**src/sv/obstacle_avoid_drive_controller_unit_defines.svh**
```systemverilog
// assertion macros for the obstacle avoid drive controller
// expects clk and arst_n in the scope where a macro is used
`ifndef OBSTACLE_AVOID_DRIVE_CONTROLLER_UNIT_DEFINES_SVH
`define OBSTACLE_AVOID_DRIVE_CONTROLLER_UNIT_DEFINES_SVH

// same-cycle implication
`define ODC_ASSERT_IMP(lbl, ante, cons, msg) \
	lbl: assert property (@(posedge clk) disable iff (!arst_n) (ante) |-> (cons)) \
		else $error(msg);

// next-cycle implication
`define ODC_ASSERT_NXT(lbl, ante, cons, msg) \
	lbl: assert property (@(posedge clk) disable iff (!arst_n) (ante) |=> (cons)) \
		else $error(msg);

`endif

```
**src/sv/odc_pkg.sv**
```systemverilog
// shared types, codes and constants of the drive controller
// no dependencies
package odc_pkg;

	localparam int ECHO_W  = 16;
	localparam int TICKS_W = 16;
	localparam int CMP_W   = (ECHO_W > TICKS_W) ? ECHO_W : TICKS_W;
	localparam int DUTY_W  = 10;
	localparam int HOLD_W  = 10;
	localparam int CFG_DW  = 16;
	localparam int CFG_AW  = 3;

	// item kinds
	localparam logic [1:0] KIND_BYTE   = 2'd0;
	localparam logic [1:0] KIND_SAMPLE = 2'd1;
	localparam logic [1:0] KIND_TICK   = 2'd2;

	// register indexes
	localparam logic [CFG_AW-1:0] REG_SIDE_CLEAR   = 3'd0;
	localparam logic [CFG_AW-1:0] REG_MIDDLE_CLEAR = 3'd1;
	localparam logic [CFG_AW-1:0] REG_AUTO_DUTY    = 3'd2;
	localparam logic [CFG_AW-1:0] REG_TURN_HOLD    = 3'd3;
	localparam logic [CFG_AW-1:0] REG_STOP_HOLD    = 3'd4;
	localparam logic [CFG_AW-1:0] REG_REVERSE_HOLD = 3'd5;
	localparam logic [CFG_AW-1:0] REG_ESCAPE_TURN  = 3'd6;
	localparam logic [CFG_AW-1:0] REG_MANUAL_BASE  = 3'd7;

	// motor nibble: bit0 right fwd, bit1 right rev, bit2 left fwd, bit3 left rev
	localparam logic [3:0] MP_FWD   = 4'h5;
	localparam logic [3:0] MP_REV   = 4'hA;
	localparam logic [3:0] MP_RIGHT = 4'h6;
	localparam logic [3:0] MP_LEFT  = 4'h9;
	localparam logic [3:0] MP_STOP  = 4'h0;

	// rgb: bit0 red, bit1 green, bit2 blue, low lights
	localparam logic [2:0] RGB_RED   = 3'h6;
	localparam logic [2:0] RGB_GREEN = 3'h5;
	localparam logic [2:0] RGB_BLUE  = 3'h3;
	localparam logic [2:0] RGB_OFF   = 3'h7;

	// command characters
	localparam logic [7:0] CH_AUTO     = 8'h41; // A
	localparam logic [7:0] CH_MANUAL   = 8'h4D; // M
	localparam logic [7:0] CH_DIGIT_LO = 8'h30; // 0
	localparam logic [7:0] CH_DIGIT_HI = 8'h39; // 9
	localparam logic [7:0] CH_FWD      = 8'h46; // F
	localparam logic [7:0] CH_BACK     = 8'h42; // B
	localparam logic [7:0] CH_RIGHT    = 8'h52; // R
	localparam logic [7:0] CH_LEFT     = 8'h4C; // L
	localparam logic [7:0] CH_STOP     = 8'h53; // S
	localparam logic [7:0] CH_RED      = 8'h57; // W
	localparam logic [7:0] CH_GREEN    = 8'h58; // X
	localparam logic [7:0] CH_BLUE     = 8'h59; // Y
	localparam logic [7:0] CH_OFF_W    = 8'h77; // w
	localparam logic [7:0] CH_OFF_X    = 8'h78; // x
	localparam logic [7:0] CH_OFF_Y    = 8'h79; // y
	localparam logic [7:0] CH_BUZZ_ON  = 8'h5A; // Z
	localparam logic [7:0] CH_BUZZ_OFF = 8'h7A; // z

	localparam logic [DUTY_W-1:0] DUTY_MAX   = 10'd1023;
	localparam logic [DUTY_W:0]   DIGIT_STEP = 11'd50;

	// reset values
	localparam logic [TICKS_W-1:0] RST_SIDE_CLEAR   = 16'd2206;
	localparam logic [TICKS_W-1:0] RST_MIDDLE_CLEAR = 16'd2574;
	localparam logic [DUTY_W-1:0]  RST_AUTO_DUTY    = 10'd450;
	localparam logic [HOLD_W-1:0]  RST_TURN_HOLD    = 10'd300;
	localparam logic [HOLD_W-1:0]  RST_STOP_HOLD    = 10'd50;
	localparam logic [HOLD_W-1:0]  RST_REVERSE_HOLD = 10'd100;
	localparam logic [HOLD_W-1:0]  RST_ESCAPE_TURN  = 10'd250;
	localparam logic [DUTY_W-1:0]  RST_MANUAL_BASE  = 10'd550;
	localparam logic [DUTY_W-1:0]  RST_SPEED        = 10'd500;

	typedef enum logic [1:0] {
		MODE_NONE,
		MODE_AUTO,
		MODE_MANUAL
	} mode_t;

	typedef enum logic [2:0] {
		PH_IDLE,
		PH_TURN,
		PH_STOP,
		PH_REV,
		PH_ESCTURN
	} phase_t;

	typedef struct packed {
		logic [1:0]        kind;
		logic [7:0]        rx_byte;
		logic [ECHO_W-1:0] echo_left;
		logic [ECHO_W-1:0] echo_middle;
		logic [ECHO_W-1:0] echo_right;
	} item_t;

	typedef struct packed {
		logic              right_fwd;
		logic              right_rev;
		logic              left_fwd;
		logic              left_rev;
		logic [DUTY_W-1:0] motor_duty;
		logic              red_pin;
		logic              green_pin;
		logic              blue_pin;
		logic              lamp_pin;
		logic              buzzer_pin;
		logic              auto_active;
		logic              holding;
	} result_t;

	typedef struct packed {
		logic [TICKS_W-1:0] side_clear_ticks;
		logic [TICKS_W-1:0] middle_clear_ticks;
		logic [DUTY_W-1:0]  auto_duty;
		logic [HOLD_W-1:0]  turn_hold_ms;
		logic [HOLD_W-1:0]  stop_hold_ms;
		logic [HOLD_W-1:0]  reverse_hold_ms;
		logic [HOLD_W-1:0]  escape_turn_ms;
		logic [DUTY_W-1:0]  manual_duty_base;
	} cfg_t;

	typedef struct packed {
		mode_t             mode;
		logic [7:0]        latest_byte;
		logic [DUTY_W-1:0] speed;
		logic [3:0]        motor_pins;
		logic [DUTY_W-1:0] duty;
		logic [2:0]        rgb_pins;
		logic              lamp_level;
		logic              buzzer_level;
		logic [HOLD_W-1:0] hold_left;
		phase_t            phase;
		logic              pending_near;
	} state_t;

endpackage

```
**src/sv/odc_cfg_regs.sv**
```systemverilog
// configuration register file of the drive controller
// depends on odc_pkg
module odc_cfg_regs import odc_pkg::*; (
	input  logic              clk,
	input  logic              arst_n,
	input  logic              cfg_we,
	input  logic [CFG_AW-1:0] cfg_idx,
	input  logic [CFG_DW-1:0] cfg_wdata,
	output cfg_t              cfg
);

	cfg_t cfg_q;

	always_ff @(posedge clk or negedge arst_n) begin
		if (!arst_n) begin
			cfg_q.side_clear_ticks   <= RST_SIDE_CLEAR;
			cfg_q.middle_clear_ticks <= RST_MIDDLE_CLEAR;
			cfg_q.auto_duty          <= RST_AUTO_DUTY;
			cfg_q.turn_hold_ms       <= RST_TURN_HOLD;
			cfg_q.stop_hold_ms       <= RST_STOP_HOLD;
			cfg_q.reverse_hold_ms    <= RST_REVERSE_HOLD;
			cfg_q.escape_turn_ms     <= RST_ESCAPE_TURN;
			cfg_q.manual_duty_base   <= RST_MANUAL_BASE;
		end else if (cfg_we) begin
			unique case (cfg_idx)
				REG_SIDE_CLEAR:   cfg_q.side_clear_ticks   <= cfg_wdata[TICKS_W-1:0];
				REG_MIDDLE_CLEAR: cfg_q.middle_clear_ticks <= cfg_wdata[TICKS_W-1:0];
				REG_AUTO_DUTY:    cfg_q.auto_duty          <= cfg_wdata[DUTY_W-1:0];
				REG_TURN_HOLD:    cfg_q.turn_hold_ms       <= cfg_wdata[HOLD_W-1:0];
				REG_STOP_HOLD:    cfg_q.stop_hold_ms       <= cfg_wdata[HOLD_W-1:0];
				REG_REVERSE_HOLD: cfg_q.reverse_hold_ms    <= cfg_wdata[HOLD_W-1:0];
				REG_ESCAPE_TURN:  cfg_q.escape_turn_ms     <= cfg_wdata[HOLD_W-1:0];
				REG_MANUAL_BASE:  cfg_q.manual_duty_base   <= cfg_wdata[DUTY_W-1:0];
			endcase
		end
	end

	assign cfg = cfg_q;

endmodule

```
**src/sv/odc_in_reg.sv**
```systemverilog
// input register stage: holds one accepted word until the engine takes it
// depends on odc_pkg
module odc_in_reg import odc_pkg::*; (
	input  logic  clk,
	input  logic  arst_n,
	input  logic  item_valid,
	output logic  item_ready,
	input  item_t item,
	input  logic  take,
	output logic  valid_s1,
	output item_t item_s1
);

	logic  vld_s1;
	item_t data_s1;

	assign item_ready = !vld_s1 || take;

	always_ff @(posedge clk or negedge arst_n) begin
		if (!arst_n) begin
			vld_s1 <= 1'b0;
		end else if (item_ready) begin
			vld_s1 <= item_valid;
		end
	end

	always_ff @(posedge clk) begin
		if (item_valid && item_ready) begin
			data_s1 <= item;
		end
	end

	assign valid_s1 = vld_s1;
	assign item_s1  = data_s1;

endmodule

```
**src/sv/odc_engine.sv**
```systemverilog
// controller state and its single-pass update for one word
// depends on odc_pkg
module odc_engine import odc_pkg::*; (
	input  logic    clk,
	input  logic    arst_n,
	input  cfg_t    cfg,
	input  logic    take,
	input  item_t   item_s1,
	output result_t res_d
);

	state_t st_q, st_d;
	logic   near_l, near_m, near_r;

	function automatic state_t drive(state_t s, logic [3:0] pins);
		s.motor_pins = pins;
		s.duty       = s.speed;
		return s;
	endfunction

	function automatic state_t manual_act(state_t s, logic [7:0] b, logic [DUTY_W-1:0] base);
		logic [DUTY_W:0] v;
		v = {1'b0, base} + (DUTY_W+1)'(b[3:0]) * DIGIT_STEP;
		if (b >= CH_DIGIT_LO && b <= CH_DIGIT_HI) begin
			s.speed = (v > {1'b0, DUTY_MAX}) ? DUTY_MAX : v[DUTY_W-1:0];
		end else begin
			unique case (b)
				CH_FWD:   s = drive(s, MP_FWD);
				CH_BACK:  s = drive(s, MP_REV);
				CH_RIGHT: s = drive(s, MP_RIGHT);
				CH_LEFT:  s = drive(s, MP_LEFT);
				CH_STOP:  s = drive(s, MP_STOP);
				CH_RED: begin
					s.lamp_level = 1'b0;
					s.rgb_pins   = RGB_RED;
				end
				CH_GREEN: begin
					s.lamp_level = 1'b0;
					s.rgb_pins   = RGB_GREEN;
				end
				CH_BLUE: begin
					s.lamp_level = 1'b0;
					s.rgb_pins   = RGB_BLUE;
				end
				CH_OFF_W, CH_OFF_X, CH_OFF_Y: s.lamp_level = 1'b1;
				CH_BUZZ_ON:  s.buzzer_level = 1'b0;
				CH_BUZZ_OFF: s.buzzer_level = 1'b1;
				default: ;
			endcase
		end
		return s;
	endfunction

	function automatic state_t indicate(state_t s);
		s.rgb_pins     = s.pending_near ? RGB_RED : RGB_GREEN;
		s.lamp_level   = 1'b0;
		s.buzzer_level = !s.pending_near;
		return s;
	endfunction

	// at most three phase ends can fall in one word: stop, reverse, escape turn
	function automatic state_t advance(state_t s, cfg_t c);
		for (int i = 0; i < 3; i++) begin
			if (s.phase != PH_IDLE && s.hold_left == '0) begin
				unique case (s.phase)
					PH_STOP: begin
						s           = drive(s, MP_REV);
						s.hold_left = c.reverse_hold_ms;
						s.phase     = PH_REV;
					end
					PH_REV: begin
						s           = drive(s, MP_LEFT);
						s.hold_left = c.escape_turn_ms;
						s.phase     = PH_ESCTURN;
					end
					default: begin
						s.phase = PH_IDLE;
						s       = indicate(s);
						if (s.mode == MODE_MANUAL) begin
							s = manual_act(s, s.latest_byte, c.manual_duty_base);
						end
					end
				endcase
			end
		end
		return s;
	endfunction

	function automatic state_t start_hold(state_t s, logic [3:0] pins, phase_t ph,
		logic [HOLD_W-1:0] ms, cfg_t c);
		s           = drive(s, pins);
		s.phase     = ph;
		s.hold_left = ms;
		return advance(s, c);
	endfunction

	assign near_l = CMP_W'(item_s1.echo_left)   < CMP_W'(cfg.side_clear_ticks);
	assign near_m = CMP_W'(item_s1.echo_middle) < CMP_W'(cfg.middle_clear_ticks);
	assign near_r = CMP_W'(item_s1.echo_right)  < CMP_W'(cfg.side_clear_ticks);

	always_comb begin
		st_d = st_q;
		unique case (item_s1.kind)
			KIND_BYTE: begin
				st_d.latest_byte = item_s1.rx_byte;
				if (item_s1.rx_byte == CH_AUTO) begin
					st_d.mode = MODE_AUTO;
				end else if (item_s1.rx_byte == CH_MANUAL) begin
					st_d.mode = MODE_MANUAL;
				end else if (st_q.mode == MODE_MANUAL && st_q.phase == PH_IDLE) begin
					st_d = manual_act(st_d, item_s1.rx_byte, cfg.manual_duty_base);
				end
			end
			KIND_SAMPLE: begin
				if (st_q.mode == MODE_AUTO && st_q.phase == PH_IDLE) begin
					st_d.speed        = cfg.auto_duty;
					st_d.duty         = cfg.auto_duty;
					st_d.pending_near = near_l || near_m || near_r;
					if (near_l && near_m && near_r) begin
						st_d = start_hold(st_d, MP_STOP, PH_STOP, cfg.stop_hold_ms, cfg);
					end else if (near_l) begin
						st_d = start_hold(st_d, MP_RIGHT, PH_TURN, cfg.turn_hold_ms, cfg);
					end else if (near_r) begin
						st_d = start_hold(st_d, MP_LEFT, PH_TURN, cfg.turn_hold_ms, cfg);
					end else if (near_m) begin
						// middle only: turn away from the nearer side; on equal sides only indicate
						if (item_s1.echo_left > item_s1.echo_right) begin
							st_d = start_hold(st_d, MP_LEFT, PH_TURN, cfg.turn_hold_ms, cfg);
						end else if (item_s1.echo_left < item_s1.echo_right) begin
							st_d = start_hold(st_d, MP_RIGHT, PH_TURN, cfg.turn_hold_ms, cfg);
						end else begin
							st_d = indicate(st_d);
						end
					end else begin
						st_d = indicate(drive(st_d, MP_FWD));
					end
				end
			end
			KIND_TICK: begin
				if (st_q.phase != PH_IDLE) begin
					if (st_q.hold_left != '0) begin
						st_d.hold_left = st_q.hold_left - 1'b1;
					end
					st_d = advance(st_d, cfg);
				end
			end
			default: ;
		endcase
	end

	always_ff @(posedge clk or negedge arst_n) begin
		if (!arst_n) begin
			st_q.mode         <= MODE_NONE;
			st_q.latest_byte  <= '0;
			st_q.speed        <= RST_SPEED;
			st_q.motor_pins   <= MP_STOP;
			st_q.duty         <= '0;
			st_q.rgb_pins     <= RGB_OFF;
			st_q.lamp_level   <= 1'b1;
			st_q.buzzer_level <= 1'b1;
			st_q.hold_left    <= '0;
			st_q.phase        <= PH_IDLE;
			st_q.pending_near <= 1'b0;
		end else if (take) begin
			st_q <= st_d;
		end
	end

	always_comb begin
		res_d.right_fwd   = st_d.motor_pins[0];
		res_d.right_rev   = st_d.motor_pins[1];
		res_d.left_fwd    = st_d.motor_pins[2];
		res_d.left_rev    = st_d.motor_pins[3];
		res_d.motor_duty  = st_d.duty;
		res_d.red_pin     = st_d.rgb_pins[0];
		res_d.green_pin   = st_d.rgb_pins[1];
		res_d.blue_pin    = st_d.rgb_pins[2];
		res_d.lamp_pin    = st_d.lamp_level;
		res_d.buzzer_pin  = st_d.buzzer_level;
		res_d.auto_active = (st_d.mode == MODE_AUTO);
		res_d.holding     = (st_d.phase != PH_IDLE);
	end

endmodule

```
**src/sv/odc_out_reg.sv**
```systemverilog
// result register: holds one finished word until the sink takes it
// depends on odc_pkg
module odc_out_reg import odc_pkg::*; (
	input  logic    clk,
	input  logic    arst_n,
	input  logic    load,
	input  result_t res_d,
	output logic    space,
	output logic    result_valid,
	input  logic    result_ready,
	output result_t result
);

	logic    valid_q;
	result_t data_q;

	assign space = !valid_q || result_ready;

	always_ff @(posedge clk or negedge arst_n) begin
		if (!arst_n) begin
			valid_q <= 1'b0;
		end else if (load) begin
			valid_q <= 1'b1;
		end else if (result_ready) begin
			valid_q <= 1'b0;
		end
	end

	always_ff @(posedge clk) begin
		if (load) begin
			data_q <= res_d;
		end
	end

	assign result_valid = valid_q;
	assign result       = data_q;

endmodule

```
**src/sv/obstacle_avoid_drive_controller_unit.sv**
```systemverilog
// path: an accepted word passes the input register, then the result register; it waits longer
// while the result register is held by a stalled sink
// throughput: one word per cycle while the sink takes results; the state update is one
// pass of logic between the input register and the result register
// reset: arst_n clears the state, the registers to their defaults and both valids
// depends on odc_pkg, odc_cfg_regs, odc_in_reg, odc_engine, odc_out_reg
`include "obstacle_avoid_drive_controller_unit_defines.svh"

module obstacle_avoid_drive_controller_unit import odc_pkg::*; (
	input  logic              clk,
	input  logic              arst_n,
	input  logic              item_valid,
	output logic              item_ready,
	input  item_t             item,
	output logic              result_valid,
	input  logic              result_ready,
	output result_t           result,
	input  logic              cfg_we,
	input  logic [CFG_AW-1:0] cfg_idx,
	input  logic [CFG_DW-1:0] cfg_wdata
);

	cfg_t    cfg;
	logic    s1_valid;
	item_t   s1_item;
	logic    space;
	logic    adv;
	result_t res_d;

	assign adv = s1_valid && space;

	odc_cfg_regs u_cfg (
		.clk       (clk),
		.arst_n    (arst_n),
		.cfg_we    (cfg_we),
		.cfg_idx   (cfg_idx),
		.cfg_wdata (cfg_wdata),
		.cfg       (cfg)
	);

	odc_in_reg u_in (
		.clk        (clk),
		.arst_n     (arst_n),
		.item_valid (item_valid),
		.item_ready (item_ready),
		.item       (item),
		.take       (adv),
		.valid_s1   (s1_valid),
		.item_s1    (s1_item)
	);

	odc_engine u_eng (
		.clk     (clk),
		.arst_n  (arst_n),
		.cfg     (cfg),
		.take    (adv),
		.item_s1 (s1_item),
		.res_d   (res_d)
	);

	odc_out_reg u_out (
		.clk          (clk),
		.arst_n       (arst_n),
		.load         (adv),
		.res_d        (res_d),
		.space        (space),
		.result_valid (result_valid),
		.result_ready (result_ready),
		.result       (result)
	);

	// back pressure only comes from a full input stage behind a stalled result
	`ODC_ASSERT_IMP(a_stall_cause, !item_ready, s1_valid && result_valid && !result_ready, "input stalled without a stalled result")
	// a word leaving the input stage shows up as a result next cycle
	`ODC_ASSERT_NXT(a_adv_result, adv, result_valid, "advanced word did not reach the output")
	// no motor side is driven forward and reverse together
	`ODC_ASSERT_IMP(a_motor_sides, result_valid, !(result.right_fwd && result.right_rev) && !(result.left_fwd && result.left_rev), "motor driven both ways")

endmodule
```
**config.mk**
```make
export PLATFORM = sky130hd
export DESIGN_NAME = obstacle_avoid_drive_controller_unit
export DESIGN_NICKNAME = d
export VERILOG_FILES = /design/src/sv/odc_pkg.sv /design/src/sv/odc_cfg_regs.sv /design/src/sv/odc_in_reg.sv /design/src/sv/odc_engine.sv /design/src/sv/odc_out_reg.sv /design/src/sv/obstacle_avoid_drive_controller_unit.sv
export VERILOG_INCLUDE_DIRS = /design/src /design/src/sv
export SDC_FILE = /design/constraint.sdc
export NUM_CORES = 1
export LEC_CHECK = 0
export BUFFER_PORTS_ARGS = -buffer_cell sky130_fd_sc_hd__buf_2
export CORE_AREA = 5 5 185 187
export DETAILED_ROUTE_END_ITERATION = 8
export DIE_AREA = 0 0 190 192
export SETUP_SLACK_MARGIN = 0.2
export SYNTH_ARGS = -nofsm -noshare
export SYNTH_HDL_FRONTEND = slang
export SYNTH_SLANG_ARGS = --single-unit
export TNS_END_PERCENT = 100
```
**constraint.sdc**
```tcl
create_clock -name clk -period 4.1 [get_ports clk]
set_input_delay 1.025 -clock clk [delete_from_list [all_inputs] [get_ports clk]]
set_output_delay 1.025 -clock clk [all_outputs]
set_load 0.02 [all_outputs]
```
==> flow_metrics.py, run 1 <==
metrics = {
    "synth": {
        "synth_cells": 1481,
        "synth_nets": 1683,
        "seq_area_frac_synth_pct": 42.42,
        "synth-main-ff-cell": "dfrtp_1",
        "async_reset_ff_share_pct": 65.04,
        "synth_edf_count": 79,
        "synth.cell_area_mm2": 0.01440,
        "yosys_warnings": 0,
        "yosys.area.top_type": "dfrtp_1",
        "synth_area_leaders": "dfrtp_1 (18%), edfxtp_1 (16%), ha_1 (10%)",
        "ys_seq_elements": 226,
        "ys_types": 93,
        "synth_top_area_share_pct": 17.55,
        "syn_area_per_cell_um2": 9.723,
    },
    "run_status": {
        "status": "finished, final reports clean",
    },
    "drt": {
        "dr.pass1.iters": 5,
        "via_per_inst": 5.779,
        "drt_iter0_drc": 1004,
        "postRouteAntennaNets": 0,
        "drc": 0,
        "num_vias": 11930,
        "wl_mm": 41.22,
        "wl_per_cell_um": 19.97,
    },
    "setup_path": {
        "start_kind": "flip-flop",
        "cp.arrival_ns": 4.11,
        "cp-end-kind": "flip-flop",
        "r2r_cells": 12,
        "worstReg2RegEnd": "u_eng.st_q[29]",
        "critPathMaxFanout": 8,
        "worst_path_largest_cell_delay_ns": 0.54,
        "cp_top_family": "simple AND/OR/NAND/NOR gates",
        "path_class": "reg -> reg",
        "crit_chain": "inv_1, ha_2, or4b_1, nor3_1, o311ai_4, nor3_2, and3_1, o22ai_2, nor2_4, a21oi_1, or4_4, mux2_4",
        "rrSetupSlack_ns": 0.42,
        "r2r_start": "u_eng.st_q[5]",
        "critPathRequiredTime_ns": 4.53,
        "path_buf_inv": 1,
        "slowest_stage": "or4b_1",
    },
    "timing": {
        "hold_viol": 0,
        "min_period_ns": 3.676,
        "fin_skew_ns": 0.01728,
        "finalWorstSetupSlack_ns": 0.4240,
        "finalCritPeriodShare_pct": 89.66,
        "setup_viol": 0,
        "fmax_ghz": 0.2720,
        "max_slew.worst_pin.slew_ns": 0.9911,
        "rsz0062_at_grt": "false",
        "slew_viol_final": 0,
        "fin_setup_tns_ns": 0,
        "slew_headroom_pct": 33.68,
    },
    "clock_tree": {
        "path_clk_slew_ns": 0.06,
        "cts_max_path_buffers": 3,
        "clkLatencyLatePin_ns": 0.54,
        "cts-root-buf": "clkbuf_16",
        "clkSinkCount": 226,
        "cts_tree": "built",
        "cts_max_level": 1,
        "numCtsBuffers": 26,
        "cts-hold-fix-buffers": 0,
    },
    "die": {
        "die_area_mm2": 0.03648,
        "fp-row-count": 66,
        "die_x_um": 190,
        "io_pins": 105,
        "core_area_mm2": 0.03229,
        "start_util_pct": 44.60,
        "fp.dieH_um": 192,
    },
    "final_layout": {
        "fin_nets": 1804,
        "drive_gt1_share_pct": 21.39,
        "antenna_cells": 0,
        "syn2layout_area_growth_pct": 15.34,
        "final_common_cell": "nand2_1",
        "mostFrequentLayoutCells": "nand2_1 (148), o21ai_0 (122), ha_1 (116), buf_2 (103), dfrtp_1 (101)",
    },
    "flow_run": {
        "drv_cap": 0,
    },
    "global_routing": {
        "antenna_found_initial": 0,
        "grt_first_pass_wirelength_mm": 65.81,
        "grt.total_usage_pct": 22.45,
        "grt_pass1_vias": 11670,
        "grt_max_degree": 63,
        "grt_overflow_total": 0,
    },
    "worst_hold_path": {
        "hold_class": "in -> async",
    },
    "power_and_ir_drop": {
        "power_density_mw_per_mm2": 474.1,
        "p_leak_nw": 6.977,
        "vdd_drop_max_mv": 0.3302,
    },
    "placement": {
        "dp_hpwl_mm": 31.27,
        "dp_slack_ns": 0.2169,
        "numPortBuffers": 104,
        "gp_congestion": 0.9810,
    },
}
through the flow:
step                      hold slack [ns]  cells  cell area, um^2  util, %  total power [mW]
after floorplan                    0.4497   1481            14400        -             4.687
after global routing               0.5011   2064            16610    51.44             8.352
after detailed placement           0.4699   2015            15630    48.41             5.471
final                              0.4666   2064            16610    51.44             7.875
after CTS                          0.4837   2063            16520    51.17             7.892
after global placement             0.4605   2015            15630    48.41             5.444
metal layers:
metal | routed length, um | share of wire, % | up-vias | track usage (%)
met1 | 19190 | 47 | 5745 | 33.08
met2 | 17960 | 44 | 407 | 34.58
met4 | 1047 | 2.5 | 0 | 6.010
met5 | 0 | 0 | - | 0
met3 | 3027 | 7.3 | 55 | 3.490
li1 | - | - | 5720 | -
cell usage after synthesis (all sizes together) (20+ instances only):
library cell,n
nor4,22
a21o,23
dfrtp,101
a21oi,94
nor2,95
clkbuf,46
mux2i,20
a22oi,25
a31oi,21
o21ai,139
edfxtp,79
nand2,149
dfstp,46
nor3,28
inv,89
nand3,34
ha,117
mux2,66
nor2b,27
flip-flops by register name, summed over array words and instances, names as in the netlist:
signal	flops
u_in.valid_s1	1
u_out.result	21
u_cfg.cfg	92
u_eng.st_q	53
u_out.result_valid	1
u_in.item_s1	58
worst max path at each step:
stage                     slack, ns  cells after the start               end           from
final                          0.42                     12    u_eng.st_q[29]  u_eng.st_q[5]
after floorplan                0.54                     14    u_eng.st_q[29]  u_eng.st_q[4]
after detailed placement       0.22                     13    u_eng.st_q[29]  u_eng.st_q[5]
after CTS                      0.22                     14    u_eng.st_q[36]  u_eng.st_q[5]
after global routing           0.19                     14   u_out.result[4]  u_eng.st_q[5]
after global placement         0.24                     12  u_out.result[19]  u_cfg.cfg[78]
final cells by class:
type | instances | area [um^2]
Inverter | 89 | 334.1
Fill cell | 2998 | 15680
Tap cell | 442 | 553.0
Multi-Input combinational cell | 1105 | 7807
Clock inverter | 8 | 95.09
Timing Repair Buffer | 154 | 914.6
Sequential cell | 226 | 6108
Clock buffer | 40 | 797.0
repair_timing:
item / in CTS / in global routing
setup endpoints to repair: 0 / 52
endpoints found under the hold margin: 0 / 0
resized for setup: 0 / 15
buffers inserted: 0 / 1
power breakdown:
| part | total [mW] | switching, mW | internal (mW) | leakage (nW) |
|---|---|---|---|---|
| Clock | 2.39 | 0.927 | 1.46 | 0.431 |
| Combinational | 2.38 | 1.40 | 0.981 | 4.04 |
| Sequential | 3.10 | 0.362 | 2.74 | 2.51 |
kinds of logic after synthesis:
logic type	after synthesis	share of synthesized area (%)
AO/OA/AOI/OAI	430	19.65
XOR/XNOR	22	1.338
adder cells (fa/ha/maj)	120	10.58
buffers and inverters	150	4.040
flip-flops	226	42.42
multiplexers	86	6.577
AND/OR/NAND/NOR	447	15.39
(Power assumes the default switching activity.)
==> run 2, diff against run 1 <==
ABC_AREA = 1   (was not set)
CORE_AREA = 4 4 197 199   (was 5 5 185 187)
DIE_AREA = 0 0 201 203   (was 0 0 190 192)
==> run 2 against run 1 <==
- core utilization grew 0.60 points
- count of clock-buffer cells in the layout shrank 2
- synthesized area increased by 14%
- clock skew rose by 0.011 ns
- sequential share of layout area decreased by 5.2 points
- critical endpoint is now u_eng.st_q[37]
- largest power group is now combinational logic
==> flow_metrics.py, run 2 <==
metrics = {
    "clock_tree": {
        "cts-root-buf": "clkbuf_16",
        "clkSinkCount": 226,
        "numCtsBuffers": 28,
        "cts_tree": "built",
        "cts_max_path_buffers": 3,
        "clkLatencyLatePin_ns": 0.59,
        "path_clk_slew_ns": 0.06,
        "cts_max_level": 1,
    },
    "drt": {
        "via_per_inst": 5.527,
        "drc": 0,
        "wl_per_cell_um": 19.19,
        "dr.pass1.iters": 6,
        "postRouteAntennaNets": 0,
        "wl_mm": 55.91,
        "drt_iter0_drc": 1573,
        "num_vias": 16100,
    },
    "placement": {
        "dp_hpwl_mm": 42.55,
        "dp_slack_ns": 0.08747,
        "gp_congestion": 0.9823,
        "placed_cells": 2821,
        "numPortBuffers": 104,
    },
    "final_layout": {
        "drive_gt1_share_pct": 17.55,
        "fillers": 3632,
        "antenna_cells": 0,
        "mostFrequentLayoutCells": "nand2_1 (558), inv_1 (279), o21ai_0 (226), nor2_1 (176), nand3_1 (134)",
        "final_cells": 2913,
        "largest_reg_flops": 92,
        "final_common_cell": "nand2_1",
        "post-route-util_pct": 52.05,
        "syn2layout_area_growth_pct": 17.98,
        "fin_nets": 2619,
    },
    "power_and_ir_drop": {
        "p_leak_nw": 9.174,
        "power_density_mw_per_mm2": 603.7,
        "vdd_drop_max_mv": 0.3326,
        "total_power_mw": 11.70,
    },
    "synth": {
        "synth.cell_area_mm2": 0.01642,
        "synth_cells": 2256,
        "async_reset_ff_share_pct": 65.04,
        "synth-main-ff-cell": "dfrtp_1",
        "synthTopCellsByCount": "nand2_1 (589), inv_1 (285), o21ai_0 (230), nor2_1 (192), nand3_1 (143)",
        "yosys_warnings": 0,
        "synth_edf_count": 79,
        "synth_nets": 2458,
        "synth_area_leaders": "dfrtp_1 (15%), edfxtp_1 (14%), nand2_1 (13%)",
        "synth_top_area_share_pct": 15.39,
        "yosysMostFrequentCell": "nand2_1",
        "ys_types": 57,
        "syn_area_per_cell_um2": 7.278,
        "seq_area_frac_synth_pct": 37.20,
        "yosys.area.top_type": "dfrtp_1",
        "ys_seq_elements": 226,
    },
    "timing": {
        "finalWorstSetupSlack_ns": 0.1773,
        "min_period_ns": 3.923,
        "finalCritPeriodShare_pct": 95.68,
        "fin_skew_ns": 0.02798,
        "fmax_ghz": 0.2549,
        "slew_headroom_pct": 25.71,
        "slew_viol_final": 0,
        "fin_setup_tns_ns": 0,
        "hold_viol": 0,
        "max_slew.worst_pin.slew_ns": 1.108,
        "rsz0062_at_grt": "true",
        "setup_viol": 0,
    },
    "global_routing": {
        "grt.total_usage_pct": 26.08,
        "grt_pass1_vias": 14760,
        "antenna_found_initial": 2,
        "grt_first_pass_wirelength_mm": 85.10,
        "grt_overflow_total": 0,
        "grt_max_degree": 81,
    },
    "die": {
        "die_x_um": 201,
        "core_area_mm2": 0.03722,
        "io_pins": 105,
        "die_area_mm2": 0.04080,
        "start_util_pct": 44.11,
        "fp-row-count": 71,
        "fp.dieH_um": 203,
    },
    "setup_path": {
        "cp.arrival_ns": 4.41,
        "critPathRequiredTime_ns": 4.59,
        "start_kind": "flip-flop",
        "cp-end-kind": "flip-flop",
        "path_class": "reg -> reg",
        "critPathMaxFanout": 6,
    },
    "run_status": {
        "status": "finished, final reports clean",
    },
    "worst_hold_path": {
        "hold_class": "in -> async",
    },
    "flow_run": {
        "drv_cap": 0,
    },
}
run 2: per-layer routing:
metal | track usage (%) | vias up | wire [um]
li1 | - | 7871 | -
met1 | 37.72 | 7533 | 25340
met2 | 41.16 | 603 | 25040
met3 | 3.929 | 89 | 3909
met4 | 6.858 | 4 | 1600
met5 | 0 | - | 20
run 2: path summary, 6_finish.rpt:
path                                  end  slack, ns      startpoint  depth (start not counted)
max                        u_eng.st_q[37]       0.18  u_eng.st_q[44]                         24
min                         u_eng.st_q[7]       0.48          arst_n                          1
max reg2reg                u_eng.st_q[37]       0.18  u_eng.st_q[44]                         24
min reg2reg                 u_cfg.cfg[70]       0.48   u_cfg.cfg[70]                          2
max in group asynchronous   u_cfg.cfg[87]       2.69          arst_n                          2
min in group clk            u_cfg.cfg[70]       0.48   u_cfg.cfg[70]                          2
run 2: repair_timing:
action	in CTS	in global routing
endpoints found under the setup margin	18	52
gates cloned	0	3
pin swaps	1	54
hold buffers	0	0
endpoints found under the hold margin	0	0
setup buffers	0	37
resized for setup	9	106
run 2: critical path, cell delays in order, from the launching register on:
cell      delay [ns]
dfrtp_2         0.45
buf_4           0.16
ha_1            0.21
xor2_1          0.18
ha_1            0.20
inv_1           0.06
nand2_1         0.07
a31oi_1         0.20
xnor2_1         0.15
ha_1            0.29
a21oi_1         0.14
o21ai_0         0.10
a21oi_1         0.15
nand2_2         0.14
inv_4           0.11
buf_4           0.11
nand2_1         0.11
nor2_2          0.19
a21oi_1         0.08
a22oi_1         0.15
nand2_1         0.07
o211ai_1        0.12
a21oi_2         0.08
nor2_1          0.21
a21oi_1         0.10
run 2: cells by family (layout without fill, tap and decap cells):
family                     Yosys count  count (layout)  share of synthesized area [%]
DFF                                226             226                          37.20
AOI/OAI and AO/OA                  490             490                          16.79
adders and majority gates          120             120                          9.281
buffers and inverters              365             545                          8.459
xor gates and xnor gates            19              19                          1.013
and+or+nand+nor                   1036            1039                          27.25
run 2: area by class of cell:
cell class | count | area (um^2) | share of cell area (%)
inverter | 294 | 1106 | 5.709
multi-input combinational | 1668 | 9344 | 48.23
tap | 474 | 593.1 | 3.061
clock buffer | 38 | 792.0 | 4.088
sequential | 226 | 6113 | 31.56
timing repair buffer | 199 | 1287 | 6.646
clock inverter | 14 | 136.4 | 0.7040
run 2: per-stage QoR:
stage / hold slack (ns) / area (um^2)
after floorplan: 0.4530 / 16420
after global placement: 0.4683 / 17720
after detailed placement: 0.4737 / 17720
after CTS: 0.4884 / 18670
after global routing: 0.5040 / 19370
final: 0.4781 / 19370
run 2: where the power goes:
part | switching, mW | internal, mW
clock network | 1.05 | 1.43
registers | 0.565 | 2.97
logic | 3.68 | 2.00
total | 5.29 | 6.40
==> run 3, diff against run 2 <==
REMOVE_ABC_BUFFERS = 1   (was not set)
==> run 3 against run 2 <==
- global-route usage grew 0.64 points
- combinational power grew 7.0%
- routed wire length grew 1.9%
- sequential power is essentially flat
- highest routed layer unchanged
- flip-flop and latch count is the same
- hold slack lost 0.035 ns
==> flow_metrics.py, run 3 (synthesis gave the netlist of run 2 again) <==
metrics = {
    "run_status": {
        "status": "finished, final reports clean",
    },
    "timing": {
        "setup_viol": 0,
        "slew_headroom_pct": 27.72,
        "min_period_ns": 3.791,
        "rsz0062_at_grt": "true",
        "slew_viol_final": 0,
        "finalWorstSetupSlack_ns": 0.3093,
        "finalCritPeriodShare_pct": 92.46,
        "max_slew.worst_pin.slew_ns": 1.078,
        "fin_skew_ns": 0.01947,
        "hold_viol": 0,
        "fmax_ghz": 0.2638,
    },
    "drt": {
        "wl_mm": 56.99,
        "drt_iter0_drc": 1404,
        "dr.pass1.iters": 5,
        "drc": 0,
        "postRouteAntennaNets": 0,
        "wl_per_cell_um": 19.35,
        "via_per_inst": 5.533,
        "num_vias": 16300,
    },
    "final_layout": {
        "mostFrequentLayoutCells": "nand2_1 (542), inv_1 (274), o21ai_0 (220), nor2_1 (172), nand3_1 (125)",
        "fillers": 3623,
        "final_cells": 2946,
        "drive_gt1_share_pct": 20.40,
        "largest_reg_flops": 92,
        "fin_nets": 2652,
        "syn2layout_area_growth_pct": 21.17,
        "final_common_cell": "nand2_1",
        "seqCellArea_mm2": 0.006113,
        "multi_input_area_mm2": 0.009595,
    },
    "placement": {
        "dp_slack_ns": 0.03497,
        "numPortBuffers": 104,
        "placed_cells": 2848,
        "dp_hpwl_mm": 43.52,
        "gp_congestion": 0.9880,
    },
    "setup_path": {
        "slowest_stage": "dfrtp_1",
        "cp-end-kind": "flip-flop",
        "r2r_cells": 28,
        "r2r_start": "u_eng.st_q[4]",
        "cp_top_family": "simple AND/OR/NAND/NOR gates",
        "cp_common_cell": "nand2_2",
        "worst_path_largest_cell_delay_ns": 0.38,
        "rrSetupSlack_ns": 0.31,
        "critPathMaxFanout": 8,
        "cp.arrival_ns": 4.09,
        "start_kind": "flip-flop",
        "worstReg2RegEnd": "u_out.result[5]",
        "path_buf_inv": 3,
        "critPathRequiredTime_ns": 4.40,
        "path_class": "reg -> reg",
    },
    "clock_tree": {
        "numCtsBuffers": 27,
        "cts-hold-fix-buffers": 0,
        "clkSinkCount": 226,
        "path_clk_slew_ns": 0.07,
        "cts_tree": "built",
        "cts_max_level": 1,
        "cts-root-buf": "clkbuf_16",
        "cts_max_path_buffers": 3,
        "clkLatencyLatePin_ns": 0.59,
    },
    "power_and_ir_drop": {
        "power_density_mw_per_mm2": 605.7,
        "vdd_drop_max_mv": 0.4019,
        "switchingPower_mw": 5.477,
        "clkPwrFrac_pct": 20.3,
        "p_leak_nw": 9.298,
        "seq_power_share_pct": 29.2,
        "p_comb_share_pct": 50.5,
        "switching_share_pct": 45.45,
        "p_int_mw": 6.573,
    },
    "die": {
        "die_x_um": 201,
        "fp-row-count": 71,
        "fp.dieH_um": 203,
        "start_util_pct": 44.11,
        "core_area_mm2": 0.03722,
        "die_area_mm2": 0.04080,
        "io_pins": 105,
    },
    "worst_hold_path": {
        "hold_class": "in -> async",
    },
    "global_routing": {
        "grt_first_pass_wirelength_mm": 86.97,
        "antenna_found_initial": 1,
        "grt_pass1_vias": 15310,
        "grt.total_usage_pct": 26.73,
        "grt_overflow_total": 0,
        "grt_max_degree": 65,
    },
    "flow_run": {
        "drv_cap": 0,
    },
}
run 3: cell count changes in the layout (fill, tap and decap cells not counted), moves of 5 or more:
cell,change
buf_4,+33
nand2_1,-16
nand2_2,+12
ha_1,-10
nand3_1,-9
ha_4,+8
nand3_2,+7
o21ai_0,-6
o21ai_1,+6
inv_1,-5
run 3: layout make-up:
type	count	share of cell area [%]
diodes	1	0.01258
clock buffers	37	3.742
clock inverters	13	0.7232
inverters	294	5.597
multi-input cells	1666	48.23
flip-flops and latches	226	30.73
well taps	474	2.981
repair buffers	235	7.987
run 3: how the worst max path moves through the flow:
stage,endpoint,from,slack [ns],cells after the start
after floorplan,u_out.result[0],u_cfg.cfg[83],-0.76,14
after global placement,u_out.result[2],u_eng.st_q[4],0.06,24
after detailed placement,u_eng.st_q[42],u_eng.st_q[44],0.03,27
after CTS,u_out.result[2],u_eng.st_q[4],0.22,24
after global routing,u_out.result[5],u_eng.st_q[4],0.09,28
final,u_out.result[5],u_eng.st_q[4],0.31,28
run 3: stage by stage:
| stage | utilization (%) | hold WS [ns] | instance area, um^2 | TNS [ns] | power, mW |
|---|---|---|---|---|---|
| CTS | 50.76 | 0.4526 | 18890 | 0 | 11.14 |
| floorplan | - | 0.4530 | 16130 | -19.53 | 6.779 |
| finish | 53.45 | 0.4434 | 19900 | 0 | 12.05 |
| global placement | 48.18 | 0.4655 | 17930 | 0 | 8.532 |
| global route | 53.44 | 0.4793 | 19890 | 0 | 12.86 |
| detailed placement | 48.18 | 0.4736 | 17930 | 0 | 8.580 |
run 3: repair_timing:
action / CTS / global route
resized for setup: 13 / 167
cloned: 0 / 1
endpoints found under the setup margin: 26 / 55
buffers inserted: 5 / 41
pin swaps: 0 / 65
run 3: power groups by stage:
stage | Sequential, mW | Clock [mW] | Combinational [mW]
final | 3.52 | 2.44 | 6.08
after global routing | 3.58 | 2.60 | 6.69
after CTS | 3.49 | 2.50 | 5.15
after detailed placement | 3.53 | 0 | 5.05
after global placement | 3.52 | 0 | 5.01
after floorplan | 3.40 | 0 | 3.38
run 3: layer usage:
metal  share of wire, %  vias up  global-route usage (%)
met3                6.4      117                   3.290
met5              0.012        -                       0
met4                3.1        2                   7.153
met2                 44      585                   42.00
met1                 47     7663                   39.20
li1                   -     7934                       -
